## src/hw/rtl/pwm_led_dimmer_with_breathing_unit_assert.svh

```systemverilog
// Assertion macros used by the top-level RTL file.
`ifndef PWM_LED_DIMMER_WITH_BREATHING_UNIT_ASSERT_SVH
`define PWM_LED_DIMMER_WITH_BREATHING_UNIT_ASSERT_SVH

// A condition that must hold at every clock edge outside reset.
`define PWMD_ASSERT_ALWAYS(label, cond, msg) \
  label: assert property (@(posedge clk) disable iff (rst) (cond)) else $error(msg);

// A condition that must hold whenever the trigger is true.
`define PWMD_ASSERT_IMPLIES(label, trig, cond, msg) \
  label: assert property (@(posedge clk) disable iff (rst) (trig) |-> (cond)) \
    else $error(msg);

`endif

```

## src/hw/rtl/pwmd_pkg.sv

```systemverilog
`timescale 1ns / 1ps
`default_nettype none

package pwmd_pkg;

  localparam logic [6:0] DUTY_FULL = 7'd100;
  localparam logic [6:0] DUTY_RESET = 7'd50;
  localparam logic [3:0] BLANK_DIGIT = 4'd10;
  localparam logic [3:0] DIGIT_BASE = 4'd10;

  localparam logic [5:0] DUTY_STEP_RESET = 6'd10;
  localparam logic [7:0] TICKS_PER_CONTROL_RESET = 8'd100;
  localparam logic [3:0] BREATH_DIVIDER_RESET = 4'd3;

  localparam int IN_DATA_W = 8;
  localparam int OUT_DATA_W = 24;
  localparam int ADDR_W = 4;

  typedef enum logic [1:0] {
    REG_DUTY_STEP = 2'd0,
    REG_TICKS_PER_CONTROL = 2'd1,
    REG_BREATH_DIVIDER = 2'd2
  } reg_index_t;

  typedef enum logic [1:0] {
    DB_IDLE = 2'd0,
    DB_CONFIRM = 2'd1,
    DB_HELD = 2'd2
  } db_state_t;

  typedef enum logic [2:0] {
    KEY_NONE = 3'd0,
    KEY_OFF = 3'd1,
    KEY_DIM = 3'd2,
    KEY_BRIGHT = 3'd3,
    KEY_AUTO = 3'd4
  } key_event_t;

  typedef logic [3:0] digit_t;

  typedef struct packed {
    digit_t hundreds;
    digit_t tens;
    digit_t ones;
  } digits_t;

  typedef struct packed {
    logic [5:0] duty_step;
    logic [3:0] breath_divider;
  } ctrl_cfg_t;

  typedef struct packed {
    logic [6:0] duty_cur;
    logic [6:0] duty_next;
    logic auto_next;
    digits_t digits_next;
  } ctrl_stat_t;

endpackage

`default_nettype wire

```

## src/hw/rtl/pwmd_digits.sv

```systemverilog
`timescale 1ns / 1ps
`default_nettype none

module pwmd_digits
  import pwmd_pkg::*;
(
  input  wire logic [6:0] value,
  output digits_t         digits
);

  logic        hundred;
  logic [6:0]  rest;
  logic [14:0] scaled;
  digit_t      tens;
  logic [6:0]  tens_x10;

  // The tens digit is rest * 205 / 2048, exact for rest below 100.
  always_comb begin
    hundred = (value >= DUTY_FULL);
    rest = hundred ? (value - DUTY_FULL) : value;
    scaled = 15'(rest) * 15'd205;
    tens = scaled[14:11];
    tens_x10 = 7'(tens) * 7'(DIGIT_BASE);
    digits.hundreds = {3'b000, hundred};
    digits.tens = tens;
    digits.ones = 4'(rest - tens_x10);
  end

endmodule

`default_nettype wire

```

## src/hw/rtl/pwmd_ctrl.sv

```systemverilog
`timescale 1ns / 1ps
`default_nettype none

module pwmd_ctrl
  import pwmd_pkg::*;
(
  input  wire logic       clk,
  input  wire logic       rst,
  input  wire logic       step,
  input  wire logic [3:0] keys,
  input  wire ctrl_cfg_t  cfg,
  output ctrl_stat_t      stat
);

  db_state_t  db_state, db_state_next;
  key_event_t key, key_event;

  logic [6:0] duty, duty_next;
  logic       breathing, breathing_next;
  logic [3:0] breath_subcount, breath_subcount_next;
  logic [6:0] breath_level, breath_level_next;
  logic       breath_rising, breath_rising_next;
  digits_t    shown, shown_next;

  logic       handled;
  logic       refresh;
  logic [7:0] bright_sum;
  logic [3:0] sub_inc;
  logic [6:0] level_inc;
  digits_t    fresh_digits;

  always_comb begin
    if (keys[0]) begin
      key = KEY_OFF;
    end else if (keys[1]) begin
      key = KEY_DIM;
    end else if (keys[2]) begin
      key = KEY_BRIGHT;
    end else if (keys[3]) begin
      key = KEY_AUTO;
    end else begin
      key = KEY_NONE;
    end
  end

  always_ff @(posedge clk) begin
    if (rst) begin
      db_state <= DB_IDLE;
    end else if (step) begin
      db_state <= db_state_next;
    end
  end

  always_comb begin
    db_state_next = db_state;
    key_event = KEY_NONE;
    case (db_state)
      DB_IDLE: begin
        if (key != KEY_NONE) begin
          db_state_next = DB_CONFIRM;
        end
      end
      DB_CONFIRM: begin
        if (key == KEY_NONE) begin
          db_state_next = DB_IDLE;
        end else begin
          key_event = key;
          db_state_next = DB_HELD;
        end
      end
      default: begin
        if (key == KEY_NONE) begin
          db_state_next = DB_IDLE;
        end
      end
    endcase
  end

  always_comb begin
    duty_next = duty;
    breathing_next = breathing;
    breath_subcount_next = breath_subcount;
    breath_level_next = breath_level;
    breath_rising_next = breath_rising;
    handled = !breathing || (key_event == KEY_AUTO);
    refresh = handled;
    bright_sum = 8'(duty) + 8'(cfg.duty_step);
    sub_inc = breath_subcount + 4'd1;
    level_inc = breath_level + 7'd1;
    if (handled) begin
      case (key_event)
        KEY_OFF: begin
          duty_next = '0;
        end
        KEY_DIM: begin
          duty_next = (duty >= 7'(cfg.duty_step)) ? (duty - 7'(cfg.duty_step)) : '0;
        end
        KEY_BRIGHT: begin
          duty_next = (bright_sum <= 8'(DUTY_FULL)) ? bright_sum[6:0] : DUTY_FULL;
        end
        KEY_AUTO: begin
          breathing_next = !breathing;
        end
        default: begin
        end
      endcase
    end
    if (breathing_next) begin
      if (sub_inc >= cfg.breath_divider) begin
        breath_subcount_next = '0;
        if (level_inc > DUTY_FULL) begin
          breath_level_next = '0;
          breath_rising_next = !breath_rising;
        end else begin
          breath_level_next = level_inc;
        end
        duty_next = breath_rising_next ? breath_level_next : (DUTY_FULL - breath_level_next);
        refresh = 1'b1;
      end else begin
        breath_subcount_next = sub_inc;
      end
    end
  end

  pwmd_digits u_digits (
    .value  (duty_next),
    .digits (fresh_digits)
  );

  assign shown_next = refresh ? fresh_digits : shown;

  always_ff @(posedge clk) begin
    if (rst) begin
      duty <= DUTY_RESET;
      breathing <= 1'b0;
      breath_subcount <= '0;
      breath_level <= '0;
      breath_rising <= 1'b1;
      shown <= '{BLANK_DIGIT, BLANK_DIGIT, BLANK_DIGIT};
    end else if (step) begin
      duty <= duty_next;
      breathing <= breathing_next;
      breath_subcount <= breath_subcount_next;
      breath_level <= breath_level_next;
      breath_rising <= breath_rising_next;
      shown <= shown_next;
    end
  end

  always_comb begin
    stat.duty_cur = duty;
    if (step) begin
      stat.duty_next = duty_next;
      stat.auto_next = breathing_next;
      stat.digits_next = shown_next;
    end else begin
      stat.duty_next = duty;
      stat.auto_next = breathing;
      stat.digits_next = shown;
    end
  end

endmodule

`default_nettype wire

```

## src/hw/rtl/pwm_led_dimmer_with_breathing_unit.sv

```systemverilog
// PWM LED dimmer with a breathing mode and a three-digit duty display.
// The input stream carries one item per 100 us tick; s_tdata[3:0] holds the
// keys (off, dim, bright, auto from the lowest bit up). Each accepted request
// produces exactly one result on the output stream with the LED drive, the
// current duty, the three shown digits (10 is blank) and the auto flag.
// Every ticks_per_control ticks a control step debounces the keys and updates
// the duty or the breathing ramp in the same tick.
// A result appears in the cycle after its request is accepted. One request is
// accepted every cycle unless stalled; the whole tick update is a single pass of
// small counters and compares between state registers and the output register.
// The output register lets a new request in while the result is taken in the
// same cycle. When the receiver stalls with a result held, s_tready drops and
// no state advances until the result is taken.
// The APB port writes duty_step at 0x0, ticks_per_control at 0x4 and
// breath_divider at 0x8; writes are meant for idle periods only.
// Reset clears the stream, sets the duty to 50, blanks the digits and loads
// the register defaults.
`timescale 1ns / 1ps
`default_nettype none

`include "pwm_led_dimmer_with_breathing_unit_assert.svh"

module pwm_led_dimmer_with_breathing_unit
  import pwmd_pkg::*;
(
  input  wire logic                  clk,
  input  wire logic                  rst,
  // s_tdata fields from bit 0: keys_pressed[3:0], zero fill.
  input  wire logic                  s_tvalid,
  output logic                       s_tready,
  input  wire logic [IN_DATA_W-1:0]  s_tdata,
  // m_tdata fields from bit 0: led_on, duty_level[6:0], digit_hundreds[3:0],
  // digit_tens[3:0], digit_ones[3:0], auto_mode, zero fill.
  output logic                       m_tvalid,
  input  wire logic                  m_tready,
  output logic [OUT_DATA_W-1:0]      m_tdata,
  input  wire logic                  psel,
  input  wire logic                  penable,
  input  wire logic                  pwrite,
  input  wire logic [ADDR_W-1:0]     paddr,
  input  wire logic [31:0]           pwdata,
  output logic [31:0]                prdata,
  output logic                       pready
);

  logic       s_accept;
  logic       cfg_write;
  reg_index_t cfg_index;

  logic [5:0] duty_step;
  logic [7:0] ticks_per_control;
  logic [3:0] breath_divider;

  logic [6:0] pwm_phase, pwm_phase_next;
  logic [7:0] tick_prescale, tick_prescale_next;
  logic [7:0] prescale_inc;
  logic       control_due;
  logic       led_on;

  ctrl_cfg_t  ctrl_cfg;
  ctrl_stat_t ctrl_stat;

  assign pready = 1'b1;
  assign s_tready = !m_tvalid || m_tready;
  assign s_accept = s_tvalid && s_tready;
  assign cfg_write = psel && penable && pwrite && pready;
  assign cfg_index = reg_index_t'(paddr[ADDR_W-1:2]);

  always_ff @(posedge clk) begin
    if (rst) begin
      duty_step <= DUTY_STEP_RESET;
      ticks_per_control <= TICKS_PER_CONTROL_RESET;
      breath_divider <= BREATH_DIVIDER_RESET;
    end else if (cfg_write) begin
      case (cfg_index)
        REG_DUTY_STEP: begin
          duty_step <= pwdata[5:0];
        end
        REG_TICKS_PER_CONTROL: begin
          ticks_per_control <= pwdata[7:0];
        end
        REG_BREATH_DIVIDER: begin
          breath_divider <= pwdata[3:0];
        end
        default: begin
        end
      endcase
    end
  end

  always_comb begin
    case (cfg_index)
      REG_DUTY_STEP: begin
        prdata = {26'd0, duty_step};
      end
      REG_TICKS_PER_CONTROL: begin
        prdata = {24'd0, ticks_per_control};
      end
      REG_BREATH_DIVIDER: begin
        prdata = {28'd0, breath_divider};
      end
      default: begin
        prdata = '0;
      end
    endcase
  end

  always_comb begin
    pwm_phase_next = (pwm_phase >= DUTY_FULL - 7'd1) ? '0 : (pwm_phase + 7'd1);
    prescale_inc = tick_prescale + 8'd1;
    control_due = (prescale_inc >= ticks_per_control);
    tick_prescale_next = control_due ? '0 : prescale_inc;
    led_on = (pwm_phase_next < ctrl_stat.duty_cur);
  end

  always_ff @(posedge clk) begin
    if (rst) begin
      pwm_phase <= '0;
      tick_prescale <= '0;
    end else if (s_accept) begin
      pwm_phase <= pwm_phase_next;
      tick_prescale <= tick_prescale_next;
    end
  end

  assign ctrl_cfg.duty_step = duty_step;
  assign ctrl_cfg.breath_divider = breath_divider;

  pwmd_ctrl u_ctrl (
    .clk  (clk),
    .rst  (rst),
    .step (s_accept && control_due),
    .keys (s_tdata[3:0]),
    .cfg  (ctrl_cfg),
    .stat (ctrl_stat)
  );

  always_ff @(posedge clk) begin
    if (rst) begin
      m_tvalid <= 1'b0;
    end else if (s_accept) begin
      m_tvalid <= 1'b1;
    end else if (m_tready) begin
      m_tvalid <= 1'b0;
    end
  end

  always_ff @(posedge clk) begin
    if (s_accept) begin
      m_tdata <= {3'b000, ctrl_stat.auto_next, ctrl_stat.digits_next.ones,
                  ctrl_stat.digits_next.tens, ctrl_stat.digits_next.hundreds,
                  ctrl_stat.duty_next, led_on};
    end
  end

  `PWMD_ASSERT_IMPLIES(a_stall_only_when_full, !s_tready, m_tvalid && !m_tready,
    "input stalled without a held result")
  `PWMD_ASSERT_IMPLIES(a_duty_in_range, m_tvalid, m_tdata[7:1] <= DUTY_FULL,
    "duty above full scale")
  `PWMD_ASSERT_IMPLIES(a_blank_together, m_tvalid,
    (m_tdata[11:8] == BLANK_DIGIT) == (m_tdata[19:16] == BLANK_DIGIT),
    "digits partly blank")
  `PWMD_ASSERT_IMPLIES(a_hundred_is_full, m_tvalid && (m_tdata[11:8] == 4'd1),
    (m_tdata[15:12] == 4'd0) && (m_tdata[19:16] == 4'd0),
    "hundreds digit set with nonzero lower digits")

endmodule

`default_nettype wire

```

## config.mk

```make
export PLATFORM = sky130hd
export DESIGN_NAME = pwm_led_dimmer_with_breathing_unit
export DESIGN_NICKNAME = d
export VERILOG_FILES = /design/src/hw/rtl/pwmd_pkg.sv /design/src/hw/rtl/pwmd_digits.sv /design/src/hw/rtl/pwmd_ctrl.sv /design/src/hw/rtl/pwm_led_dimmer_with_breathing_unit.sv
export VERILOG_INCLUDE_DIRS = /design/src /design/src/hw/rtl
export SDC_FILE = /design/constraint.sdc
export NUM_CORES = 1
export LEC_CHECK = 0
export BUFFER_PORTS_ARGS = -buffer_cell sky130_fd_sc_hd__buf_2
export CAP_MARGIN = 20
export CORE_MARGIN = 8
export CORE_UTILIZATION = 55
export CTS_CLUSTER_DIAMETER = 80
export DETAILED_ROUTE_END_ITERATION = 10
export PLACE_DENSITY = 0.78
export SYNTH_ARGS = -nofsm -noshare
export SYNTH_HDL_FRONTEND = slang
export SYNTH_SLANG_ARGS = --single-unit
export TNS_END_PERCENT = 20
```

## constraint.sdc

```tcl
create_clock -name clk -period 12.9 [get_ports clk]
set_input_delay 3.87 -clock clk [delete_from_list [all_inputs] [get_ports clk]]
set_output_delay 3.87 -clock clk [all_outputs]
set_load 0.005 [all_outputs]
```

==> impl_metrics.py, run 1 <==
metrics = {
    "clocking": {
        "clk_pin_slew_worst_paths_ns": 0.06,
        "cts_hold_buffers": 0,
        "clock-sinks": 89,
        "cts_resized": 0,
        "cts_buffers": 9,
        "cts_tree": "yes",
        "clk_path_buf_depth": 2,
        "cts_root_buffer": "clkbuf_16",
        "insertion_delay_ns": 0.35,
        "post_cts_buffers": 0,
        "cts_htree_levels": 3,
    },
    "power_and_ir_drop": {
        "pwr-share-clk_pct": 46.5,
        "combPwrFrac_pct": 6.0,
        "ir_drop_v": 0.0000654,
        "sw_frac_of_total_pct": 22.1,
        "p_leak_nw": 3.32,
        "seq_power_share_pct": 47.6,
        "p_int_w": 0.000477,
        "p_sw_w": 0.000135,
        "powerDensity_nw_per_um2": 83.1,
        "power_w": 0.000612,
    },
    "grt": {
        "grt_first_pass_wirelength_um": 25600,
        "antenna_found_initial": 0,
        "gr-total-overflow": 0,
        "grt_use_total_pct": 19.2,
        "grt_pass1_vias": 5288,
        "grt_max_degree": 69,
    },
    "cells_and_area": {
        "nNetsFinal": 963,
        "regArea_um2": 1990,
        "diodes": 0,
        "post-route-util_pct": 61.1,
        "fillCellCount": 1027,
        "layout-drive-gt1-share_pct": 12.1,
        "syn2layout_area_growth_pct": 8.42,
        "multi_input_comb_area_um2": 4340,
    },
    "sta": {
        "period_share_pct": 88.5,
        "setup_tns_ns": 0,
        "rsz0062_at_grt": "no",
        "fin_skew_ns": 0.00769,
        "period_needed_ns": 11.42,
        "slew_violations": 0,
        "worst_slew_pin_slew_ns": 0.726,
        "slew_headroom_pct": 51.6,
        "setup_viol": 0,
        "hold_violations": 0,
        "max_freq_mhz": 87.6,
    },
    "route": {
        "drc": 0,
        "final_antenna_net_count": 0,
        "drt-initial-drc-count": 456,
        "drt-total-wl_um": 15200,
        "vias": 5603,
        "dr.pass1.iters": 6,
        "wire_per_inst_um": 15.2,
        "viasPerCell": 5.60,
    },
    "synthesis": {
        "synth-main-ff-cell": "dfxtp_1",
        "synth_compound_area_share_pct": 19.2,
        "synth_top_family_by_area": "compound AO/OA/AOI/OAI gates",
        "synth_xor_area_share_pct": 4.20,
        "synth_mux_area_share_pct": 4.20,
        "yosysWarnings": 0,
        "ys_types": 79,
        "syn_area_per_cell_um2": 8.56,
        "synth-seq-area-share_pct": 29.3,
        "netlist_area_um2": 6790,
        "synth-seq-cells": 89,
        "synth-simple-area-share_pct": 18.0,
        "synth-edff-count": 21,
        "synthArstFlopShare_pct": 0,
        "syn_inst": 794,
        "synth_adder_area_share_pct": 16.7,
    },
    "setup_path": {
        "crit_fanout": 7,
        "worstSetupPathType": "input port to register",
        "regToRegEndpoint": "m_tdata[19]",
        "critPathArrivalTime_ns": 11.59,
        "worst_path_largest_cell_delay_ns": 0.50,
        "cp_slowest_cell": "or3_1",
        "r2r_setup_slack_ns": 3.84,
        "rr_worst_depth": 37,
        "rr_startpoint": "u_ctrl.breath_level[0]",
        "worstPathRequired_ns": 13.07,
        "cpMostUsedCell": "inv_1",
        "cp-end-kind": "register",
        "crit_path_start_kind": "input port",
    },
    "floorplanning": {
        "die_y_um": 127,
        "core_area_um2": 12100,
        "ioPinCount": 110,
        "start_util_pct": 56.3,
        "die_x_um": 127,
        "dieArea_um2": 16200,
        "core.rowCount": 40,
    },
    "min_path": {
        "holdCritStartpoint": "u_ctrl.shown[3]",
        "whs_endpoint": "u_ctrl.shown[3]",
        "hold_depth": 2,
        "hold_path.class": "register to register",
    },
    "placement": {
        "dpl.hpwl_um": 11400,
        "numPortBuffers": 51,
        "gp_congestion": 0.907,
    },
    "run": {
        "maxCapViolCount": 0,
    },
    "outcome": {
        "outcome": "finished, final reports clean",
    },
}
==> flip-flops by register name (all words and copies together) (netlist names) <==
name,flops
duty_step,6
u_ctrl.breath_level,7
tick_prescale,8
ticks_per_control,8
u_ctrl.shown,12
u_ctrl.breath_rising,1
breath_divider,4
u_ctrl.db_state,2
u_ctrl.breath_subcount,4
u_ctrl.breathing,1
m_tdata,21
pwm_phase,7
m_tvalid,1
u_ctrl.duty,7
==> how the worst max path moves through the flow <==
stage                          start          end  slack (ns)  cells past startpoint
after global placement    s_tdata[2]  m_tdata[19]        1.37                     36
after detailed placement  s_tdata[2]  m_tdata[19]        1.21                     37
after global routing      s_tdata[2]  m_tdata[19]        0.87                     37
after floorplan           s_tdata[2]  m_tdata[19]        1.98                     35
after CTS                 s_tdata[2]  m_tdata[19]        1.50                     37
final                     s_tdata[2]  m_tdata[19]        1.48                     36
==> routing by layer <==
metal	part of all wire (%)	vias up	global-route usage, %
met3	6.8	22	4.66
li1	-	2809	-
met4	1.7	0	5.88
met2	45	179	29.6
met1	47	2593	25.8
met5	0	-	0
==> cell usage after synthesis, types with 4 or more instances <==
| cell type | n | share of area, % |
|---|---|---|
| mux2_2 | 4 | 0.66 |
| nand3b_1 | 4 | 0.44 |
| xnor2_1 | 16 | 2.1 |
| a21o_1 | 14 | 1.5 |
| dfxtp_1 | 68 | 20 |
| buf_2 | 4 | 0.29 |
| nor3_1 | 13 | 0.96 |
| a21oi_1 | 55 | 4.1 |
| ha_1 | 73 | 13 |
| or2_2 | 9 | 0.83 |
| a211oi_1 | 4 | 0.44 |
| o21ai_0 | 47 | 3.5 |
| buf_4 | 30 | 3.3 |
| fa_1 | 11 | 3.2 |
| nor3b_1 | 4 | 0.44 |
| o31a_1 | 4 | 0.52 |
| nor2_1 | 64 | 3.5 |
| edfxtp_1 | 21 | 9.3 |
| nand2b_1 | 8 | 0.74 |
| o21a_1 | 9 | 0.99 |
| a211o_1 | 9 | 1.2 |
| xor2_1 | 14 | 1.8 |
| nand3_1 | 25 | 1.8 |
| inv_1 | 56 | 3.1 |
| clkbuf_1 | 22 | 1.2 |
| and2_1 | 11 | 1.0 |
| mux2i_1 | 24 | 3.5 |
| a22oi_1 | 4 | 0.44 |
| a221oi_1 | 5 | 0.64 |
| nand2_1 | 63 | 3.5 |
| and3_1 | 7 | 0.64 |
| o31ai_1 | 6 | 0.66 |
| nor2b_1 | 22 | 2.0 |
==> cells in the final DEF (no fill, tap or decap), types with 3 or more instances in the layout <==
cell type,instances
a211o_1,9
a211oi_1,4
a21o_1,14
a21oi_1,55
a221oi_1,5
a22oi_1,4
and2_1,11
and3_1,7
buf_2,52
buf_4,4
clkbuf_16,9
conb_1,28
dfxtp_1,68
edfxtp_1,21
fa_1,11
ha_1,73
inv_1,56
mux2_2,4
mux2i_1,24
nand2_1,63
nand2b_1,8
nand3_1,25
nand3b_1,4
nor2_1,64
nor2b_1,22
nor3_1,13
nor3b_1,4
o21a_1,9
o21ai_0,47
o21ai_1,3
o31a_1,4
o31ai_1,6
or2_2,9
or3_1,3
xnor2_1,16
xor2_1,14
==> worst max-delay path: cells and delay by family <==
family,cells,cell delay (ns)
buf+inv,7,0.62
xor+xnor,4,1.02
simple gates,7,1.58
compound gates,10,1.93
fa+ha+maj,8,2.56
==> logic make-up (layout without fill, tap and decap cells) <==
kind of cell               count (synthesis)  count (layout)
and+or+nand+nor                          248             248
muxes                                     28              28
buffers and inverters                    117             130
xor gates and xnor gates                  31              31
DFF                                       89              89
other                                      2              28
AOI/OAI and AO/OA                        195             195
adders and majority gates                 84              84
==> metrics by stage <==
stage	hold WS, ns	cell area (um2)	setup WS, ns	cells
after floorplan	0.439	6890	1.98	820
after detailed placement	0.475	7040	1.21	984
final	0.484	7370	1.48	1001
after CTS	0.485	7360	1.50	1000
after global placement	0.450	7040	1.37	984
after global routing	0.507	7370	0.874	1001
==> power by group through the flow <==
| stage | Sequential (W) | Combinational, W | Clock, W |
|---|---|---|---|
| 5_1_grt | 0.000292 | 0.0000413 | 0.000298 |
| 2_1_floorplan | 0.000297 | 0.0000295 | 0 |
| 6_report | 0.000291 | 0.0000366 | 0.000284 |
| 3_5_place_dp | 0.000297 | 0.0000363 | 0 |
| 3_3_place_gp | 0.000297 | 0.0000355 | 0 |
| 4_1_cts | 0.000291 | 0.0000365 | 0.000289 |
==> layout make-up <==
| type | instances | area share, % |
|---|---|---|
| inverters | 58 | 2.96 |
| repair buffers | 56 | 3.94 |
| multi-input cells | 614 | 58.9 |
| flip-flops and latches | 89 | 27.0 |
| clock buffers | 11 | 3.30 |
| well taps | 168 | 2.85 |
| clock inverters | 5 | 1.05 |
No activity file was read; power rests on OpenSTA's default activity.
==> run 2, diff against run 1 <==
--- a/config.mk
+++ b/config.mk
@@ -13,6 +13,7 @@
 export CTS_CLUSTER_DIAMETER = 80
 export DETAILED_ROUTE_END_ITERATION = 10
 export PLACE_DENSITY = 0.78
+export REMOVE_ABC_BUFFERS = 1
 export SYNTH_ARGS = -nofsm -noshare
 export SYNTH_HDL_FRONTEND = slang
 export SYNTH_SLANG_ARGS = --single-unit
==> run 2 against run 1 <==
Net effect: non-clock buffer count unchanged; highest routed layer unchanged; power shrank 2.7%; critical endpoint unchanged; critical path type unchanged; largest power group unchanged; flip-flop and latch count is the same.
==> impl_metrics.py, run 2 (same netlist as run 1, synthesis figures left out) <==
metrics = {
    "power_and_ir_drop": {
        "power_w": 0.000596,
        "powerDensity_nw_per_um2": 81.1,
        "p_leak_nw": 3.31,
        "ir_drop_v": 0.0000753,
    },
    "cells_and_area": {
        "fin_area_um2": 7350,
        "nNetsFinal": 963,
        "multi_input_comb_area_um2": 4340,
        "regArea_um2": 1990,
        "diodes": 0,
        "largest_reg_flops": 21,
        "layout-drive-gt1-share_pct": 12.4,
        "final_common_cell": "ha_1",
        "layout_common_cells": "ha_1 (73), dfxtp_1 (68), nor2_1 (64)",
        "syn2layout_area_growth_pct": 8.12,
        "fillCellCount": 1029,
        "regMostFlops": "m_tdata",
        "largestRegisters": "m_tdata: 21 flops, u_ctrl.shown: 12 flops",
    },
    "sta": {
        "max_freq_mhz": 87.0,
        "worst_slew_pin_slew_ns": 0.711,
        "rsz0062_at_grt": "no",
        "hold_violations": 0,
        "setup_viol": 0,
        "slew_headroom_pct": 52.6,
        "period_share_pct": 89.1,
        "fin_skew_ns": 0.00934,
        "setup_tns_ns": 0,
        "timing.hold.ws_ns": 0.492,
        "period_needed_ns": 11.50,
        "slew_violations": 0,
    },
    "run": {
        "maxCapViolCount": 0,
    },
    "floorplanning": {
        "die_x_um": 127,
        "ioPinCount": 110,
        "core_area_um2": 12100,
        "die_y_um": 127,
        "dieArea_um2": 16200,
        "core.rowCount": 40,
        "start_util_pct": 56.3,
    },
    "route": {
        "viasPerCell": 5.65,
        "wire_per_inst_um": 15.5,
        "dr.pass1.iters": 5,
        "final_antenna_net_count": 0,
        "drt-initial-drc-count": 474,
        "drc": 0,
        "vias": 5651,
        "drt-total-wl_um": 15500,
    },
    "setup_path": {
        "crit_fanout": 7,
        "critPathArrivalTime_ns": 11.67,
        "regToRegEndpoint": "m_tdata[19]",
        "rr_startpoint": "u_ctrl.breath_level[0]",
        "rr_worst_depth": 37,
        "crit_path_start_kind": "input port",
        "worst_path_largest_cell_delay_ns": 0.52,
        "worstSetupPathType": "input port to register",
        "cp_slowest_cell": "or3_1",
        "r2r_setup_slack_ns": 3.96,
        "worstPathRequired_ns": 13.07,
        "cpMostUsedCell": "inv_1",
        "cp-end-kind": "register",
    },
    "clocking": {
        "cts_hold_buffers": 0,
        "clk_path_buf_depth": 2,
        "cts_resized": 0,
        "clk_pin_slew_worst_paths_ns": 0.07,
        "cts_root_buffer": "clkbuf_16",
        "cts_tree": "yes",
        "insertion_delay_ns": 0.34,
        "cts_htree_levels": 3,
        "cts_buffers": 9,
        "clock-sinks": 89,
        "post_cts_buffers": 0,
    },
    "placement": {
        "gp_congestion": 0.918,
        "numPortBuffers": 51,
        "place_area_um2": 7040,
        "dpl.hpwl_um": 11600,
    },
    "min_path": {
        "holdCritStartpoint": "u_ctrl.shown[3]",
        "whs_endpoint": "u_ctrl.shown[3]",
        "hold_path.class": "register to register",
        "hold_depth": 2,
    },
    "grt": {
        "grt_max_degree": 69,
        "grt_use_total_pct": 19.3,
        "gr-total-overflow": 0,
        "grt_first_pass_wirelength_um": 25900,
        "grt_pass1_vias": 5451,
        "antenna_found_initial": 0,
    },
    "outcome": {
        "outcome": "finished, final reports clean",
    },
}
run 2: cell types whose count changed in the layout (fill, tap and decap cells not counted):
cell	delta
clkinv_4	+1
clkinv_1	-1
clkinv_2	+1
clkbuf_1	-1
clkbuf_8	-1
inv_6	+2
bufinv_16	-1
run 2: worst max path at each step:
| stage | start | to | cells past startpoint |
|---|---|---|---|
| 3_5_place_dp | s_tdata[2] | m_tdata[19] | 36 |
| 3_3_place_gp | s_tdata[2] | m_tdata[19] | 36 |
| 5_1_grt | s_tdata[2] | m_tdata[19] | 36 |
| 6_report | s_tdata[2] | m_tdata[19] | 36 |
| 2_1_floorplan | s_tdata[2] | m_tdata[19] | 35 |
| 4_1_cts | s_tdata[2] | m_tdata[19] | 36 |
run 2: critical path: cells and delay by family:
family,cells,cell delay [ns]
AO/OA/AOI/OAI,10,1.95
buffers and inverters,7,0.62
XOR/XNOR,4,1.00
AND/OR/NAND/NOR,7,1.63
adder cells (fa/ha/maj),8,2.58
run 2: power by group:
group / internal, W / switching (W)
Clock: 0.000152 / 0.000116
Combinational: 0.0000137 / 0.0000234
Sequential: 0.000289 / 0.00000254
Total: 0.000454 / 0.000141
run 2: through the flow:
stage | util [%] | std cells | setup slack [ns]
finish | 60.9 | 1001 | 1.40
global route | 60.9 | 1001 | 0.855
CTS | 60.9 | 1000 | 1.48
detailed placement | 58.4 | 984 | 1.17
global placement | 58.4 | 984 | 1.27
floorplan | - | 761 | 1.97
run 2: per-layer routing:
| metal | vias up | share of wire [%] | track usage, % |
|---|---|---|---|
| met4 | 0 | 2.2 | 7.07 |
| li1 | 2802 | - | - |
| met2 | 179 | 46 | 31.9 |
| met5 | - | 0 | 0 |
| met3 | 32 | 5.5 | 2.87 |
| met1 | 2638 | 46 | 25.0 |
run 2: area by class of cell:
cell class                 count  share of cell area, %
clock buffer                   9                   3.07
clock inverter                 7                   1.02
inverter                      58                   2.96
multi-input combinational    614                   59.0
sequential                    89                   27.1
tap                          168                   2.86
timing repair buffer          56                   3.95
